**src/rtl/lfme_pkg.sv**
```systemverilog
// ----------------------------------------------------------------------------
// lfme_pkg
// Shared types, codes and helpers of the LED frame mirror engine.
// ----------------------------------------------------------------------------
package lfme_pkg;

	localparam int DEF_MAX_WIDTH  = 32;
	localparam int DEF_MAX_HEIGHT = 32;
	localparam int CFG_W          = 6;   // widest configuration register
	localparam int CFG_IDX_W      = 2;
	localparam int DIM_W          = 9;   // holds the largest supported dimension
	localparam int DIM_RESET      = 32;  // register value after reset
	localparam int COLOR_W        = 24;

	// configuration register indexes
	localparam logic [CFG_IDX_W-1:0] REG_ACTIVE_WIDTH  = 2'd0;
	localparam logic [CFG_IDX_W-1:0] REG_ACTIVE_HEIGHT = 2'd1;

	typedef enum logic [1:0] {
		OP_WRITE  = 2'd0,
		OP_READ   = 2'd1,
		OP_MIRROR = 2'd2,
		OP_NOP    = 2'd3
	} op_t;

	typedef enum logic [2:0] {
		MODE_HORIZ        = 3'd0,
		MODE_VERT         = 3'd1,
		MODE_QUAD         = 3'd2,
		MODE_QUAD_ROT     = 3'd3,
		MODE_TRI_TOP      = 3'd4,
		MODE_TRI_BOT      = 3'd5,
		MODE_QUAD_TRI_TOP = 3'd6,
		MODE_QUAD_TRI_BOT = 3'd7
	} mode_t;

	// one copy walk of the address generator
	typedef enum logic [2:0] {
		PH_HORIZ   = 3'd0,
		PH_VERT    = 3'd1,
		PH_ROT     = 3'd2,
		PH_TRI_TOP = 3'd3,
		PH_TRI_BOT = 3'd4
	} phase_t;

	typedef enum logic [2:0] {
		ST_CLEAR   = 3'd0,
		ST_IDLE    = 3'd1,
		ST_PHASE   = 3'd2,
		ST_COPY_RD = 3'd3,
		ST_COPY_WR = 3'd4
	} state_t;

	typedef struct packed {
		logic [1:0]         op;
		logic signed [7:0]  x;
		logic signed [7:0]  y;
		logic [COLOR_W-1:0] color;
		logic [2:0]         mode;
		logic               full_height;
	} in_item_t;

	typedef struct packed {
		logic [COLOR_W-1:0] pixel_color;
		logic               on_screen;
	} out_item_t;

	typedef struct packed {
		phase_t phase;
		logic   full;
		logic   last;
	} seq_t;

	// controller -> datapath commands
	typedef struct packed {
		logic   clr_wr;
		logic   px_wr;
		logic   px_rd;
		logic   mir_rd;
		logic   mir_wr;
		logic   g_init;
		logic   g_step;
		phase_t phase;
		logic   full;
	} ctl_cmd_t;

	typedef struct packed {
		logic clr_last;
		logic blocked;
	} st_stat_t;

	typedef struct packed {
		logic empty;
		logic last;
	} geo_stat_t;

	// phase list of each mirror mode
	function automatic seq_t seq_step(input mode_t mode, input logic full,
			input logic [1:0] idx);
		seq_t s;
		s = '{phase: PH_VERT, full: 1'b0, last: 1'b1};
		unique case (mode)
			MODE_HORIZ:    s = '{phase: PH_HORIZ, full: full, last: 1'b1};
			MODE_VERT:     s = '{phase: PH_VERT, full: 1'b0, last: 1'b1};
			MODE_QUAD: begin
				if (idx == 2'd0) s = '{phase: PH_HORIZ, full: 1'b0, last: 1'b0};
			end
			MODE_QUAD_ROT: s = '{phase: PH_ROT, full: 1'b0, last: 1'b1};
			MODE_TRI_TOP:  s = '{phase: PH_TRI_TOP, full: full, last: 1'b1};
			MODE_TRI_BOT:  s = '{phase: PH_TRI_BOT, full: full, last: 1'b1};
			MODE_QUAD_TRI_TOP: begin
				if (idx == 2'd0) s = '{phase: PH_TRI_TOP, full: 1'b0, last: 1'b0};
				else if (idx == 2'd1) s = '{phase: PH_HORIZ, full: 1'b0, last: 1'b0};
			end
			MODE_QUAD_TRI_BOT: begin
				if (idx == 2'd0) s = '{phase: PH_TRI_BOT, full: 1'b0, last: 1'b0};
				else if (idx == 2'd1) s = '{phase: PH_HORIZ, full: 1'b0, last: 1'b0};
			end
		endcase
		return s;
	endfunction

	// register value to dimension: 0 reads as 1, large values saturate
	function automatic logic [DIM_W-1:0] clamp_dim(input logic [CFG_W-1:0] v,
			input int unsigned maxd);
		logic [DIM_W-1:0] vv;
		vv = DIM_W'(v);
		if (v == '0) return DIM_W'(1);
		else if (vv > DIM_W'(maxd)) return DIM_W'(maxd);
		else return vv;
	endfunction

endpackage

```
**src/rtl/lfme_ctrl.sv**
```systemverilog
// ----------------------------------------------------------------------------
// lfme_ctrl
// Sequencer: clear sweep, pixel access handshake and mirror phase walk.
// ----------------------------------------------------------------------------
module lfme_ctrl import lfme_pkg::*; (
	input  logic      clk,
	input  logic      arst_n,
	input  logic      in_valid,
	output logic      in_stall,
	input  in_item_t  in_data,
	input  st_stat_t  st_stat,
	input  geo_stat_t geo_stat,
	output ctl_cmd_t  cmd
);

	state_t     state_q, state_nxt;
	mode_t      mode_q;
	logic       full_q;
	logic [1:0] pidx_q;
	seq_t       sq;
	logic       accept;
	logic       adv;
	op_t        op;

	assign op     = op_t'(in_data.op);
	assign sq     = seq_step(mode_q, full_q, pidx_q);
	assign accept = (state_q == ST_IDLE) && in_valid && !st_stat.blocked;
	assign adv    = ((state_q == ST_COPY_RD) && geo_stat.empty) ||
	                ((state_q == ST_COPY_WR) && geo_stat.last);

	always_comb begin
		state_nxt = state_q;
		unique case (state_q)
			ST_CLEAR: begin
				if (st_stat.clr_last) state_nxt = ST_IDLE;
			end
			ST_IDLE: begin
				if (accept && op == OP_MIRROR) state_nxt = ST_PHASE;
			end
			ST_PHASE:   state_nxt = ST_COPY_RD;
			ST_COPY_RD: begin
				if (!geo_stat.empty) state_nxt = ST_COPY_WR;
				else state_nxt = sq.last ? ST_IDLE : ST_PHASE;
			end
			ST_COPY_WR: begin
				if (!geo_stat.last) state_nxt = ST_COPY_RD;
				else state_nxt = sq.last ? ST_IDLE : ST_PHASE;
			end
			default: state_nxt = ST_IDLE;
		endcase
	end

	always_comb begin
		cmd      = '0;
		in_stall = 1'b1;
		unique case (state_q)
			ST_CLEAR: cmd.clr_wr = 1'b1;
			ST_IDLE: begin
				in_stall   = st_stat.blocked;
				cmd.px_wr  = accept && (op == OP_WRITE);
				cmd.px_rd  = accept && (op == OP_READ);
			end
			ST_PHASE: begin
				cmd.g_init = 1'b1;
				cmd.phase  = sq.phase;
				cmd.full   = sq.full;
			end
			ST_COPY_RD: cmd.mir_rd = !geo_stat.empty;
			ST_COPY_WR: begin
				cmd.mir_wr = 1'b1;
				cmd.g_step = 1'b1;
			end
			default: in_stall = 1'b1;
		endcase
	end

	always_ff @(posedge clk or negedge arst_n) begin
		if (!arst_n) begin
			state_q <= ST_CLEAR;
			mode_q  <= MODE_HORIZ;
			full_q  <= 1'b0;
			pidx_q  <= '0;
		end else begin
			state_q <= state_nxt;
			if (accept && op == OP_MIRROR) begin
				mode_q <= mode_t'(in_data.mode);
				full_q <= in_data.full_height;
				pidx_q <= '0;
			end else if (adv && !sq.last) begin
				pidx_q <= pidx_q + 2'd1;
			end
		end
	end

endmodule

```
**config.mk**
```make
export PLATFORM = sky130hd
export DESIGN_NAME = lfme_ctrl
export DESIGN_NICKNAME = d
export VERILOG_FILES = /design/src/rtl/lfme_pkg.sv /design/src/rtl/lfme_ctrl.sv
export SDC_FILE = /design/constraint.sdc
export NUM_CORES = 1
export LEC_CHECK = 0
export BUFFER_PORTS_ARGS = -buffer_cell sky130_fd_sc_hd__buf_2
export CORE_UTILIZATION = 38
export DETAILED_ROUTE_END_ITERATION = 16
export PLACE_DENSITY = 0.83
export RECOVER_POWER = 25
export SLEW_MARGIN = 10
export SYNTH_ARGS = -nofsm -noshare
export SYNTH_HDL_FRONTEND = slang
export SYNTH_SLANG_ARGS = --single-unit
```
**constraint.sdc**
```tcl
create_clock -name clk -period 4.9 [get_ports clk]
set_clock_uncertainty 0.05 [all_clocks]
set_input_delay 0.49 -clock clk [delete_from_list [all_inputs] [get_ports clk]]
set_output_delay 0.49 -clock clk [all_outputs]
set_load 0.05 [all_outputs]
```
---- After elaboration in Yosys (flattened, before gate mapping) ----
Index checks and enable logic that the tools add are counted.
storage, ports and cells
  logic and storage cells ................. 59
  bits of input ports ..................... 53
  flip-flop bits (word level) ............. 9
  output and inout port bits .............. 12
cells by class
  add/sub/neg operators ................... 1
  reduce and logical (&&, ||, !) cells .... 18
  equal/unequal tests ..................... 16
  muxes and demuxes ....................... 20
operator list
  operator                                             count
  case mux 5 bit (8 select lines)                      1
  equality test 3 bit, second input constant           5
  two-way mux 3 bit                                    5
  case mux 3 bit (5 select lines)                      1
  equality test 3 x 2 -> 1 bit, second input constant  4
  two-way mux 2 bit                                    5
  logical AND 1 bit                                    8
  two-way mux 4 bit                                    2
  equality test 3 x 1 -> 1 bit, second input constant  2
  zero test 3 bit                                      2
  two-way mux 1 bit                                    5
  two-way mux 5 bit                                    1
  equality test 2 x 1 -> 1 bit, second input constant  2
  zero test 2 bit                                      2
  zero test 1 bit                                      3
  adder 2 x 1 -> 2 bit, second input constant          1
  equality test 2 bit, second input constant           1
  != test 2 x 1 -> 1 bit, second input constant        1
  != test 2 bit, second input constant                 1
  AND reduction 2 bit                                  1
  nonzero test 2 bit                                   1
  logical OR 1 bit                                     1

---- Depth between registers and ports, before layout ----
  word-level depth ........................ 8
  depth in mapped cells ................... 5
  mapped depth without buffers ............ 5

---- Worst setup path before layout ----
Ideal clock, no wire load.
  path type ............................... register to output
  start ................................... reg state_q[0]
  end ..................................... out cmd[0] (netlist name)
  setup slack ............................. 1,781 ps
  arrival ................................. 2,579 ps
  cell stages (with the launch flop) ...... 3
  required time ........................... 4,360 ps
  path buffers ............................ 0
  path through ............................ dfrtp_1 -> or3b_2 -> nor4b_1
RTL lines
  element                   RTL line         source
  start: declaration        lfme_ctrl.sv:16  state_t state_q, state_nxt;
  start signal: assignment  lfme_ctrl.sv:84  state_q <= state_nxt;
  end: declaration          lfme_ctrl.sv:13  output ctl_cmd_t cmd

==> impl_table.tex <==
\begin{tabular}{lr}
\hline
Metric & Value \\
\hline
\multicolumn{2}{l}{\textbf{Outcome}} \\
\quad Result of the run & completed \\
\multicolumn{2}{l}{\textbf{Clock tree}} \\
\quad Clock tree from TritonCTS & built \\
\quad CTS Buf Count & 3 \\
\quad PostCTS Resize Cnt & 0 \\
\quad Clock buffer depth & 2 \\
\quad Number of clock sinks & 9 \\
\quad Clock transition time at the flip-flop clock pins of the worst setup and hold paths & 70 ps \\
\quad Clock root buffer master & sky130\_fd\_sc\_hd\_\_clkbuf\_4 \\
\quad Number of buffers added to fix hold violations after cts & 0 \\
\quad Clock insertion delay at the later pin of the skew report & 270 ps \\
\quad Post-CTS setup buffer count & 0 \\
\quad CTS H-tree depth & 1 \\
\multicolumn{2}{l}{\textbf{Power}} \\
\quad Power density cells & 548 nW/µm² \\
\quad Standby leakage power & 0.454 nW \\
\quad Sw Share & 0.469 \\
\quad Net switching power figure & 213 µW \\
\quad Register share of total power & 0.335 \\
\quad Clk network pwr share & 0.130 \\
\quad Power Total & 454 µW \\
\quad Combinational cell fraction of total power & 0.535 \\
\quad Internal Pwr Total & 241 µW \\
\quad Max rail drop VDD & 0.000242 V \\
\multicolumn{2}{l}{\textbf{Synthesis}} \\
\quad Fraction of the yosys area taken by sequential cells & 0.331 \\
\quad Number of warnings issued by yosys & 0 \\
\quad Synth async-reset ratio & 1.00 \\
\quad Share of synthesized area spent on multiplexers & 0.134 \\
\quad Complex-gate fraction of the synthesized area & 0.145 \\
\quad Nets in the synthesized netlist & 126 \\
\quad Instance count of the mapped netlist & 71 \\
\quad Netlist area before placement & 679 µm² \\
\quad XOR/XNOR share of the synthesized area & 0 \\
\quad Synthesized-area fraction occupied by and/or/nand/nor cells & 0.278 \\
\quad Largest family of logic cells by synthesized area & simple AND/OR/NAND/NOR gates \\
\quad Ys flop type & sky130\_fd\_sc\_hd\_\_dfrtp\_1 \\
\quad Share of synthesized cell area in full adder, half adder and majority cells & 0.0368 \\
\quad Post-Synthesis Mean Instance Area & 9.57 µm² \\
\quad Total of flip-flops plus latches after synthesis & 9 \\
\quad Number of enable-type register cells in the synthesized netlist & 0 \\
\quad Count of unique library cells instantiated by Yosys & 36 \\
\multicolumn{2}{l}{\textbf{Drt}} \\
\quad WL final & 1.43 mm \\
\quad Average via count per standard cell & 5.06 \\
\quad Initial DRC count & 15 \\
\quad ANT nets after route & 0 \\
\quad Routed wire length per instance & 12.0 µm \\
\quad Total iterations of the first detailed-routing run & 4 \\
\quad Remaining DRCs & 0 \\
\quad Total via count after detailed routing & 602 \\
\multicolumn{2}{l}{\textbf{Timing}} \\
\quad Setup TNS Final & 0 ps \\
\quad Number of slew-limit violations in the final report & 0 \\
\quad RSZ-0062 raised after global routing & false \\
\quad Final Cycle Share & 0.490 \\
\quad Final critical-path required period & 2400 ps \\
\quad Actual transition at the worst max-transition pin & 498 ps \\
\quad Number of endpoints with negative hold slack in the final report & 0 \\
\quad Maximum frequency from static timing analysis & 416 MHz \\
\quad Relative slew slack & 0.668 \\
\quad Setup-violating endpoint count in the final report & 0 \\
\multicolumn{2}{l}{\textbf{Global route}} \\
\quad Global route total overflow & 0 \\
\quad Via count of the first global-routing pass & 554 \\
\quad Number of antenna violations at the first check in global routing & 0 \\
\quad Combined global-route utilization of all metal layers & 0.161 \\
\quad Pin count of the biggest net entering global routing & 10 \\
\quad First-pass GRT wire length & 2.27 mm \\
\multicolumn{2}{l}{\textbf{Worst setup path}} \\
\quad Critical path startpoint category & register \\
\quad Peak fanout along the critical path & 9 \\
\quad Category of the most critical setup path & reg -> out \\
\quad Cell count of the worst reg-to-reg path & 3 \\
\quad Critical path capture point type & output pin \\
\quad CP required & 4360 ps \\
\quad Arrival time of data at the critical path endpoint & 1860 ps \\
\multicolumn{2}{l}{\textbf{Layout}} \\
\quad Nets@finish & 151 \\
\quad Reg area & 225 µm² \\
\quad Final core area utilization & 0.520 \\
\quad ANT cells & 0 \\
\quad Area occupied by multi-input gates & 404 µm² \\
\quad Commonest non-fill, non-tap cells in the layout & 23 x sky130\_fd\_sc\_hd\_\_buf\_2, 9 x sky130\_fd\_sc\_hd\_\_dfrtp\_1, 6 x sky130\_fd\_sc\_hd\_\_inv\_1 \\
\quad Filler instances & 145 \\
\quad Most common cell after layout, fill and taps aside & sky130\_fd\_sc\_hd\_\_buf\_2 \\
\quad Share of layout cells above drive strength 1 & 0.379 \\
\quad Growth of design area from synthesis to finish & 21.9\% \\
\multicolumn{2}{l}{\textbf{Floorplan}} \\
\quad Die height & 44.3 µm \\
\quad Area of the core & 1590 µm² \\
\quad \# rows & 14 \\
\quad Ports placed on the boundary & 65 \\
\quad Starting Density & 0.426 \\
\quad Floorplan die area & 1960 µm² \\
\quad Width of the die & 44.3 µm \\
\multicolumn{2}{l}{\textbf{Placement}} \\
\quad Post-DP HPWL & 1.11 mm \\
\quad PortBufs & 24 \\
\quad RD Place Congestion & 0.658 \\
\multicolumn{2}{l}{\textbf{Min path}} \\
\quad Hold WC Path Type & in -> async \\
\multicolumn{2}{l}{\textbf{Run}} \\
\quad \# Max-Cap Violations & 0 \\
\hline
\end{tabular}
==> final timing paths <==
kind                              from          to  slack, ps
setup / recovery            state_q[0]      cmd[0]       2500
hold / removal                  arst_n  state_q[0]        110
setup reg to reg            state_q[0]      full_q       3080
hold reg to reg              pidx_q[0]   pidx_q[0]        460
max in group asynchronous       arst_n   mode_q[1]       4360
min in group clk           geo_stat[1]  state_q[2]        380
==> layer usage <==
metal  up-vias  part of all wire  GRT usage
li1        306                 -          -
met1       277              0.45      0.198
met2        19              0.50      0.268
met3         0             0.048     0.0367
met4         0                 0     0.0727
met5         -                 0          0
==> synthesized netlist by cell type (2+ instances only) <==
library cell / number / area share
sky130_fd_sc_hd__nand3b_1: 3 / 0.033
sky130_fd_sc_hd__mux2_4: 4 / 0.088
sky130_fd_sc_hd__inv_1: 6 / 0.033
sky130_fd_sc_hd__nor2_1: 4 / 0.022
sky130_fd_sc_hd__mux2i_1: 2 / 0.029
sky130_fd_sc_hd__dfrtp_1: 9 / 0.33
sky130_fd_sc_hd__a211oi_1: 2 / 0.022
sky130_fd_sc_hd__nand2b_1: 3 / 0.028
sky130_fd_sc_hd__a31oi_1: 2 / 0.018
sky130_fd_sc_hd__ha_1: 2 / 0.037
sky130_fd_sc_hd__o21ai_0: 3 / 0.022
sky130_fd_sc_hd__or3b_2: 2 / 0.026
sky130_fd_sc_hd__nand2_1: 4 / 0.022
sky130_fd_sc_hd__nor4_1: 2 / 0.018
sky130_fd_sc_hd__o211ai_1: 2 / 0.022
==> power groups by stage <==
stage | sequential [mW] | combinational [mW] | clock [mW]
after floorplan | 0.134 | 0.213 | 0
after global placement | 0.150 | 0.232 | 0
after detailed placement | 0.153 | 0.242 | 0
after CTS | 0.151 | 0.245 | 0.0626
after global routing | 0.158 | 0.265 | 0.0661
final | 0.152 | 0.243 | 0.0591
==> logic make-up (layout without fill, tap and decap cells) <==
kind of cell | count (synthesis) | count (layout)
and+or+nand+nor | 29 | 29
AOI/OAI and AO/OA | 14 | 14
buffers and inverters | 10 | 34
DFF | 9 | 9
muxes | 7 | 7
adders and majority gates | 2 | 2
==> area by class of cell <==
| cell class | instances | area share |
|---|---|---|
| clock buffers | 3 | 0.0272 |
| inverters | 6 | 0.0272 |
| repair buffers | 24 | 0.144 |
| flip-flops and latches | 9 | 0.272 |
| clock inverters | 1 | 0.00604 |
| multi-input cells | 52 | 0.488 |
| well taps | 24 | 0.0363 |
==> registers in the layout, summed over array words and instances (netlist names) <==
name,cells
pidx_q,2
state_q,3
mode_q,3
full_q,1
==> metrics by stage <==
step | worst slack (ps) | hold WS [ps] | cells | area [µm²]
finish | 2500 | 106 | 119 | 828
CTS | 2510 | 10.2 | 119 | 830
global placement | 2810 | 302 | 115 | 802
floorplan | 1780 | 144 | 71 | 679
detailed placement | 2830 | 308 | 115 | 802
global route | 2430 | 135 | 119 | 828
==> worst max-delay path: stages, from the launching register on <==
cell and delay, ps:
sky130_fd_sc_hd__dfrtp_1 460, sky130_fd_sc_hd__or3b_2 570, sky130_fd_sc_hd__nor4b_1 260, sky130_fd_sc_hd__buf_2 310
No activity file was read; power rests on OpenSTA's default activity.
