## src/rtl/lfme_pkg.sv

```systemverilog
// ----------------------------------------------------------------------------
// lfme_pkg
// Shared types, codes and helpers of the LED frame mirror engine.
// ----------------------------------------------------------------------------
package lfme_pkg;

	localparam int DEF_MAX_WIDTH  = 32;
	localparam int DEF_MAX_HEIGHT = 32;
	localparam int CFG_W          = 6;   // widest configuration register
	localparam int CFG_IDX_W      = 2;
	localparam int DIM_W          = 9;   // holds the largest supported dimension
	localparam int DIM_RESET      = 32;  // register value after reset
	localparam int COLOR_W        = 24;

	// configuration register indexes
	localparam logic [CFG_IDX_W-1:0] REG_ACTIVE_WIDTH  = 2'd0;
	localparam logic [CFG_IDX_W-1:0] REG_ACTIVE_HEIGHT = 2'd1;

	typedef enum logic [1:0] {
		OP_WRITE  = 2'd0,
		OP_READ   = 2'd1,
		OP_MIRROR = 2'd2,
		OP_NOP    = 2'd3
	} op_t;

	typedef enum logic [2:0] {
		MODE_HORIZ        = 3'd0,
		MODE_VERT         = 3'd1,
		MODE_QUAD         = 3'd2,
		MODE_QUAD_ROT     = 3'd3,
		MODE_TRI_TOP      = 3'd4,
		MODE_TRI_BOT      = 3'd5,
		MODE_QUAD_TRI_TOP = 3'd6,
		MODE_QUAD_TRI_BOT = 3'd7
	} mode_t;

	// one copy walk of the address generator
	typedef enum logic [2:0] {
		PH_HORIZ   = 3'd0,
		PH_VERT    = 3'd1,
		PH_ROT     = 3'd2,
		PH_TRI_TOP = 3'd3,
		PH_TRI_BOT = 3'd4
	} phase_t;

	typedef enum logic [2:0] {
		ST_CLEAR   = 3'd0,
		ST_IDLE    = 3'd1,
		ST_PHASE   = 3'd2,
		ST_COPY_RD = 3'd3,
		ST_COPY_WR = 3'd4
	} state_t;

	typedef struct packed {
		logic [1:0]         op;
		logic signed [7:0]  x;
		logic signed [7:0]  y;
		logic [COLOR_W-1:0] color;
		logic [2:0]         mode;
		logic               full_height;
	} in_item_t;

	typedef struct packed {
		logic [COLOR_W-1:0] pixel_color;
		logic               on_screen;
	} out_item_t;

	typedef struct packed {
		phase_t phase;
		logic   full;
		logic   last;
	} seq_t;

	// controller -> datapath commands
	typedef struct packed {
		logic   clr_wr;
		logic   px_wr;
		logic   px_rd;
		logic   mir_rd;
		logic   mir_wr;
		logic   g_init;
		logic   g_step;
		phase_t phase;
		logic   full;
	} ctl_cmd_t;

	typedef struct packed {
		logic clr_last;
		logic blocked;
	} st_stat_t;

	typedef struct packed {
		logic empty;
		logic last;
	} geo_stat_t;

	// phase list of each mirror mode
	function automatic seq_t seq_step(input mode_t mode, input logic full,
			input logic [1:0] idx);
		seq_t s;
		s = '{phase: PH_VERT, full: 1'b0, last: 1'b1};
		unique case (mode)
			MODE_HORIZ:    s = '{phase: PH_HORIZ, full: full, last: 1'b1};
			MODE_VERT:     s = '{phase: PH_VERT, full: 1'b0, last: 1'b1};
			MODE_QUAD: begin
				if (idx == 2'd0) s = '{phase: PH_HORIZ, full: 1'b0, last: 1'b0};
			end
			MODE_QUAD_ROT: s = '{phase: PH_ROT, full: 1'b0, last: 1'b1};
			MODE_TRI_TOP:  s = '{phase: PH_TRI_TOP, full: full, last: 1'b1};
			MODE_TRI_BOT:  s = '{phase: PH_TRI_BOT, full: full, last: 1'b1};
			MODE_QUAD_TRI_TOP: begin
				if (idx == 2'd0) s = '{phase: PH_TRI_TOP, full: 1'b0, last: 1'b0};
				else if (idx == 2'd1) s = '{phase: PH_HORIZ, full: 1'b0, last: 1'b0};
			end
			MODE_QUAD_TRI_BOT: begin
				if (idx == 2'd0) s = '{phase: PH_TRI_BOT, full: 1'b0, last: 1'b0};
				else if (idx == 2'd1) s = '{phase: PH_HORIZ, full: 1'b0, last: 1'b0};
			end
		endcase
		return s;
	endfunction

	// register value to dimension: 0 reads as 1, large values saturate
	function automatic logic [DIM_W-1:0] clamp_dim(input logic [CFG_W-1:0] v,
			input int unsigned maxd);
		logic [DIM_W-1:0] vv;
		vv = DIM_W'(v);
		if (v == '0) return DIM_W'(1);
		else if (vv > DIM_W'(maxd)) return DIM_W'(maxd);
		else return vv;
	endfunction

endpackage

```

## src/rtl/lfme_geom.sv

```systemverilog
// ----------------------------------------------------------------------------
// lfme_geom
// Active size registers and the copy address generator of the mirror walks.
// ----------------------------------------------------------------------------
module lfme_geom import lfme_pkg::*; #(
	parameter  int MAX_WIDTH  = DEF_MAX_WIDTH,
	parameter  int MAX_HEIGHT = DEF_MAX_HEIGHT,
	localparam int CW = $clog2(((MAX_WIDTH > MAX_HEIGHT) ? MAX_WIDTH : MAX_HEIGHT) + 1)
) (
	input  logic                 clk,
	input  logic                 arst_n,
	input  logic                 cfg_we,
	input  logic [CFG_IDX_W-1:0] cfg_index,
	input  logic [CFG_W-1:0]     cfg_data,
	input  ctl_cmd_t             cmd,
	output geo_stat_t            geo_stat,
	output logic [CW-1:0]        act_w,
	output logic [CW-1:0]        act_h,
	output logic [CW-1:0]        src_col,
	output logic [CW-1:0]        src_row,
	output logic [CW-1:0]        dst_col,
	output logic [CW-1:0]        dst_row
);

	logic [CW-1:0] w_q, h_q;
	phase_t        ph_q;
	logic          full_q;
	logic [CW-1:0] i_q, j_q;
	logic [1:0]    s_q;

	logic [CW-1:0] half_w, up_w, half_h, up_h, n, mid, lastc, k, m;
	logic [CW-1:0] top, a, b, outer_n, inner_n;
	logic [1:0]    ns;
	logic          s_last, j_last, i_last;

	assign act_w = w_q;
	assign act_h = h_q;

	always_comb begin
		half_w  = w_q >> 1;
		up_w    = w_q - half_w;
		half_h  = h_q >> 1;
		up_h    = h_q - half_h;
		n       = (w_q > h_q) ? h_q : w_q;
		mid     = n >> 1;
		lastc   = n - CW'(1);
		k       = mid - CW'(lastc[0]);
		m       = full_q ? lastc : (lastc >> 1);
		top     = full_q ? (h_q - CW'(1)) : half_h;
		a       = k - i_q;
		b       = k - j_q;
		ns      = 2'd1;
		outer_n = '0;
		inner_n = '0;
		src_col = '0;
		src_row = '0;
		dst_col = '0;
		dst_row = '0;
		unique case (ph_q)
			PH_HORIZ: begin
				outer_n = top + CW'(1);
				inner_n = half_w;
				dst_col = up_w + j_q;
				dst_row = top - i_q;
				src_col = half_w - CW'(1) - j_q;
				src_row = top - i_q;
			end
			PH_VERT: begin
				outer_n = half_h;
				inner_n = w_q;
				dst_col = w_q - CW'(1) - j_q;
				dst_row = up_h + i_q;
				src_col = w_q - CW'(1) - j_q;
				src_row = half_h - CW'(1) - i_q;
			end
			PH_ROT: begin
				// three quarter turns of the top-left square, one per sub step
				outer_n = k + CW'(1);
				inner_n = k + CW'(1);
				ns      = 2'd3;
				src_col = a;
				src_row = b;
				if (s_q == 2'd0) begin
					dst_col = mid + b;
					dst_row = k - a;
				end else if (s_q == 2'd1) begin
					dst_col = lastc - a;
					dst_row = lastc - b;
				end else begin
					dst_col = k - b;
					dst_row = mid + a;
				end
			end
			PH_TRI_TOP: begin
				outer_n = m;
				inner_n = i_q + CW'(1);
				dst_col = i_q + CW'(1);
				dst_row = j_q;
				src_col = j_q;
				src_row = i_q + CW'(1);
			end
			PH_TRI_BOT: begin
				outer_n = m;
				inner_n = m - i_q;
				dst_col = m - i_q;
				dst_row = i_q + CW'(1) + j_q;
				src_col = m - i_q - CW'(1) - j_q;
				src_row = i_q;
			end
			default: begin
				outer_n = '0;
			end
		endcase
	end

	assign s_last = (s_q == ns - 2'd1);
	assign j_last = (j_q == inner_n - CW'(1));
	assign i_last = (i_q == outer_n - CW'(1));

	assign geo_stat.empty = (outer_n == '0) || (inner_n == '0);
	assign geo_stat.last  = s_last && j_last && i_last;

	always_ff @(posedge clk or negedge arst_n) begin
		if (!arst_n) begin
			w_q    <= CW'(clamp_dim(CFG_W'(DIM_RESET), MAX_WIDTH));
			h_q    <= CW'(clamp_dim(CFG_W'(DIM_RESET), MAX_HEIGHT));
			ph_q   <= PH_HORIZ;
			full_q <= 1'b0;
			i_q    <= '0;
			j_q    <= '0;
			s_q    <= '0;
		end else begin
			if (cfg_we && cfg_index == REG_ACTIVE_WIDTH)
				w_q <= CW'(clamp_dim(cfg_data, MAX_WIDTH));
			if (cfg_we && cfg_index == REG_ACTIVE_HEIGHT)
				h_q <= CW'(clamp_dim(cfg_data, MAX_HEIGHT));
			if (cmd.g_init) begin
				ph_q   <= cmd.phase;
				full_q <= cmd.full;
				i_q    <= '0;
				j_q    <= '0;
				s_q    <= '0;
			end else if (cmd.g_step) begin
				if (!s_last) begin
					s_q <= s_q + 2'd1;
				end else begin
					s_q <= '0;
					if (!j_last) begin
						j_q <= j_q + CW'(1);
					end else begin
						j_q <= '0;
						i_q <= i_q + CW'(1);
					end
				end
			end
		end
	end

endmodule

```

## config.mk

```make
export PLATFORM = sky130hd
export DESIGN_NAME = lfme_geom
export DESIGN_NICKNAME = d
export VERILOG_FILES = /design/src/rtl/lfme_pkg.sv /design/src/rtl/lfme_geom.sv
export SDC_FILE = /design/constraint.sdc
export NUM_CORES = 1
export LEC_CHECK = 0
export BUFFER_PORTS_ARGS = -buffer_cell sky130_fd_sc_hd__buf_2
export CORE_MARGIN = 2
export CORE_UTILIZATION = 52
export CTS_BUF_LIST = sky130_fd_sc_hd__clkbuf_4 sky130_fd_sc_hd__clkbuf_8 sky130_fd_sc_hd__clkbuf_16
export DETAILED_ROUTE_END_ITERATION = 8
export GPL_ROUTABILITY_DRIVEN = 0
export GPL_TIMING_DRIVEN = 0
export MAX_ROUTING_LAYER = met4
export PLACE_DENSITY_LB_ADDON = 0.12
export SYNTH_ARGS = -nofsm -noshare
export SYNTH_HDL_FRONTEND = slang
export SYNTH_SLANG_ARGS = --single-unit
```

## constraint.sdc

```tcl
create_clock -name clk -period 6.85 [get_ports clk]
set_clock_uncertainty 0.2 [all_clocks]
set_input_delay 0.685 -clock clk [delete_from_list [all_inputs] [get_ports clk]]
set_output_delay 0.685 -clock clk [all_outputs]
set_load 0.02 [all_outputs]
```

== Word level (Yosys, flattened, before mapping) ==
Index checks and enable logic that the tools add are counted.
Storage, ports and cells
  bits in registers: 30
  output and inout bits: 38
Operators by class
  add/subtract/negate cells: 34
  order comparisons: 2
  eq/ne operators: 9
  muxes and demuxes: 27
  reductions and logical operators: 17
Operator list (count)
  $pmux 6 s5: 5
  $mux 6: 17
  $sub 6x6->6: 12
  $sub 6x1->6 const B: 6
  $add 6x1->6 const B: 4
  $pmux 6 s4: 1
  $add 6x6->6: 3
  $logic_not 6->1: 3
  $add 5x6->6: 2
  $eq 6x6->1: 2
  $sub 5x1->6 const B: 2
  $sub 6x5->6: 2
  $mux 2: 4
  $eq 3x2->1 const B: 2
  $gt 6x6->1: 1
  $gt 6x6->1 const B: 1
  $reduce_bool 2->1: 3
  $sub 5x1->6: 1
  $eq 2x1->1 const B: 2
  $logic_and 1x1->1: 4
  $logic_not 2->1: 2
  $eq 3x1->1 const B: 1
  $eq 3x3->1 const B: 1
  $logic_not 3->1: 1
  other kinds (7): 7

== Depth between registers and ports, before layout ==
  depth in word-level cells: 12
  depth in mapped cells: 24
  mapped depth without buffers: 22

== Least setup slack after synthesis ==
Ideal clock, no wire load.
  kind: flip-flop to output port
  start point: register h_q[5] (netlist: act_h[5])
  end point: output port geo_stat[0] in the netlist's numbering
  arrival time: 6.049 ns
  required time: 5.965 ns
  setup slack: -0.084 ns
  cell stages (with the launch flop): 21
  cells stage by stage: dfstp_2 > clkbuf_1 > inv_1 > ha_1 > and4_4 > o21a_2 > o31ai_4 > buf_6 > mux2i_1 > mux2_2 > ha_1 > a21oi_1 > o21ai_1 > a31o_1 > a2111oi_2 > nand3_1 > a211oi_1 > o31ai_4 > nor3_2 > a31oi_1 > a211oi_2
RTL lines
  start: declaration: RTL line lfme_geom.sv:25  | logic [CW-1:0] w_q, h_q;
  start signal: assignment: RTL line lfme_geom.sv:126  | h_q <= CW'(clamp_dim(CFG_W'(DIM_RESET), MAX_HEIGHT));
  start signal: assignment: RTL line lfme_geom.sv:136  | h_q <= CW'(clamp_dim(cfg_data, MAX_HEIGHT));
  end: declaration: RTL line lfme_geom.sv:16  | output geo_stat_t geo_stat,

==> flow_summary.toml <==
[status]
outcome = "completed"

[floorplanning]
fp.dieW_um = 128
start_util_pct = 52.8
ios = 60
die_h_um = 128
num_rows = 45
die_area_um2 = 16300
coreArea_um2 = 15100

[final_layout]
fin_area_um2 = 8940
fin_util_pct = 59.3
nNetsFinal = 1222
syn_to_final_growth_pct = 12.3
drive_above_1_share_pct = 16.6
diodes = 0

[clock_tree]
htree_num_levels = 2
cts-buffers-inserted = 5
cts_root_buffer = "clkbuf_16"
ctsHoldBuffers = 0
clockBufferDepth = 2
cts_tree = "built"
clkLatencyLatePin_ps = 300
cts_sinks = 30
clk_pin_slew_ps = 60

[setup_path]
cp-start-kind = "flop"
slowest_stage = "dfstp_4"
cp.arrival_ps = 5830
cp.required_ps = 5960
path_cells = "inv_1 > ha_1 > and4_4 > and3_1 > buf_2 > a31oi_4 > buf_4 > mux2i_2 > xnor2_1 > ha_2 > fa_1 > inv_2 > a22oi_1 > ha_2 > xnor2_1 > o21ai_0 > a211oi_2 > o31a_1 > a31oi_4 > a211oi_2 > buf_2"
cpPeakStageDelay_ps = 720
path_max_fanout = 13
cp-end-kind = "primary output"
setup.worst_path.class = "flop to primary output"

[detailed_routing]
ant_nets = 0
drt_iter0_markers = 1153
drc = 0
drt_wl_total_mm = 29.2
routedWlPerCell_um = 23.1
dr_total_vias = 8146
first_pass_iters = 7
viasPerCell = 6.45

[timing]
rsz0062_at_grt = "true"
finalHoldViolCount = 0
relSlewSlack_pct = 37.4
fmax_mhz = 149
setup_viol = 0
period_needed_ps = 6710
drv_slew = 0
finalCritPeriodShare_pct = 98.0
tightestPinTransition_ps = 929

[pwr]
max-vdd-ir-drop_uv = 246
p_total_mw = 4.08
p_per_area_nw_per_um2 = 456
leakagePower_nw = 3.99

[synthesis]
synth_area_per_cell_um2 = 7.97
synthArstFlopShare_pct = 100
ys_warn_count = 0
synth_top_area_share_pct = 16.0
mappedNetlistNets = 1148
synth_commonest_cells = "ha_1 (102), inv_1 (100), xnor2_1 (82)"
synth-edff-count = 0
yosys.area.top_type = "ha_1"
synth.most_common_cell = "ha_1"
synth_area_leaders = "ha_1 (16%), xnor2_1 (9.0%), dfrtp_1 (8.8%)"
ys_ff_latch = 30
syn-instance-count = 999
syn_area_um2 = 7970
synth_cell_types = 96
synth-main-ff-cell = "dfrtp_1"
seq_area_frac_synth_pct = 9.46

[grt]
antenna_found_initial = 0
overflow = 0
grt_use_total_pct = 37.1
grt_pass1_vias = 7452
grt_max_degree = 31
grt_pass1_wl_mm = 44.1

[place]
dpl.hpwl_mm = 23.3
numPortBuffers = 53
place_area_um2 = 8470

[min_path]
min_path_type = "input port to async pin"

[run]
maxCapViolCount = 0
## through the flow
step | instances | setup WS [ps] | TNS (ps) | hold slack (ps)
floorplan | 999 | 131 | 0 | 189
global placement | 1240 | -1030 | -5950 | 411
detailed placement | 1240 | -1010 | -6160 | 424
CTS | 1256 | 17.3 | 0 | 281
global route | 1262 | -49.0 | -65.7 | 320
finish | 1262 | 135 | 0 | 249
## cells by family (layout without fill, tap and decap cells)
| group | after synthesis | in the layout | synth area share, % |
|---|---|---|---|
| XOR/XNOR | 121 | 121 | 13.5 |
| AND/OR/NAND/NOR | 235 | 235 | 15.0 |
| buffers and inverters | 152 | 227 | 7.90 |
| flip-flops | 30 | 30 | 9.46 |
| AO/OA/AOI/OAI | 300 | 300 | 26.4 |
| multiplexers | 32 | 32 | 5.17 |
| adder cells (fa/ha/maj) | 129 | 129 | 22.6 |
## final cells by class
cell class                 count  area [um2]
clock buffer                   6         139
buffer                        50         255
multi-input combinational    817        6770
tap                          188         235
sequential                    30         758
fill                        1447        6150
clock inverter                 2        12.5
timing repair buffer          68         378
inverter                     101         390
## report_power, final
| part | internal, mW | switching (mW) | total [mW] | leakage (nW) |
|---|---|---|---|---|
| clock | 0.144 | 0.0947 | 0.239 | 0.0729 |
| sequential | 0.194 | 0.0353 | 0.229 | 0.393 |
| combinational | 1.49 | 2.12 | 3.61 | 3.53 |
| total | 1.83 | 2.25 | 4.08 | 3.99 |
## routing by layer
metal	share of wire (%)	vias to the layer above	wire length (um)	global-route usage [%]
met3	11	101	3360	7.10
met4	4.6	0	1350	14.6
li1	-	3739	-	-
met2	43	528	12600	55.9
met1	41	3778	11900	49.3
met5	0	-	0	-
## final timing paths
| kind | start | to | depth (start not counted) | slack (ps) |
|---|---|---|---|---|
| setup / recovery | act_h[5] | geo_stat[0] | 21 | 140 |
| hold / removal | arst_n | j_q[4] | 1 | 250 |
| setup reg to reg | act_h[5] | i_q[5] | 22 | 480 |
| hold reg to reg | s_q[1] | s_q[1] | 3 | 430 |
| max in group asynchronous | arst_n | act_h[4] | 1 | 5670 |
| min in group clk | cmd[0] | full_q | 3 | 390 |
## flip-flops by register name, indices dropped and copies added, names as in the netlist
name and cells:
act_h 6, act_w 6, full_q 1, i_q 6, j_q 6, ph_q 3
s_q 2
## timing repair
action                                  CTS  global route
buffers inserted                          9             6
pin swaps                                 5             4
endpoints found under the setup margin   25             4
resized for setup                        23            23
## worst max-delay path: cells and delay by family (launching register included)
family                     cells  cell delay [ps]
AOI/OAI and AO/OA              7             1550
adders and majority gates      4             1420
buffers and inverters          5              790
DFF                            1              720
and+or+nand+nor                2              400
xor gates and xnor gates       2              350
muxes                          1              290
## cell usage in the layout, fill, tap and decap left out, types with 12 or more instances in the layout
| master | instances |
|---|---|
| fa_1 | 25 |
| a21oi_1 | 70 |
| a21o_1 | 32 |
| nor2_1 | 60 |
| dfrtp_1 | 27 |
| buf_2 | 65 |
| inv_1 | 96 |
| xnor2_1 | 81 |
| o22ai_1 | 12 |
| ha_1 | 99 |
| nand2b_1 | 12 |
| o21bai_1 | 14 |
| clkbuf_1 | 27 |
| a22oi_1 | 15 |
| o21ai_0 | 53 |
| xor2_1 | 37 |
| buf_4 | 20 |
| nor3_1 | 17 |
| nand3_1 | 15 |
| nand2_1 | 66 |
Power figures use the tool's default switching activity.
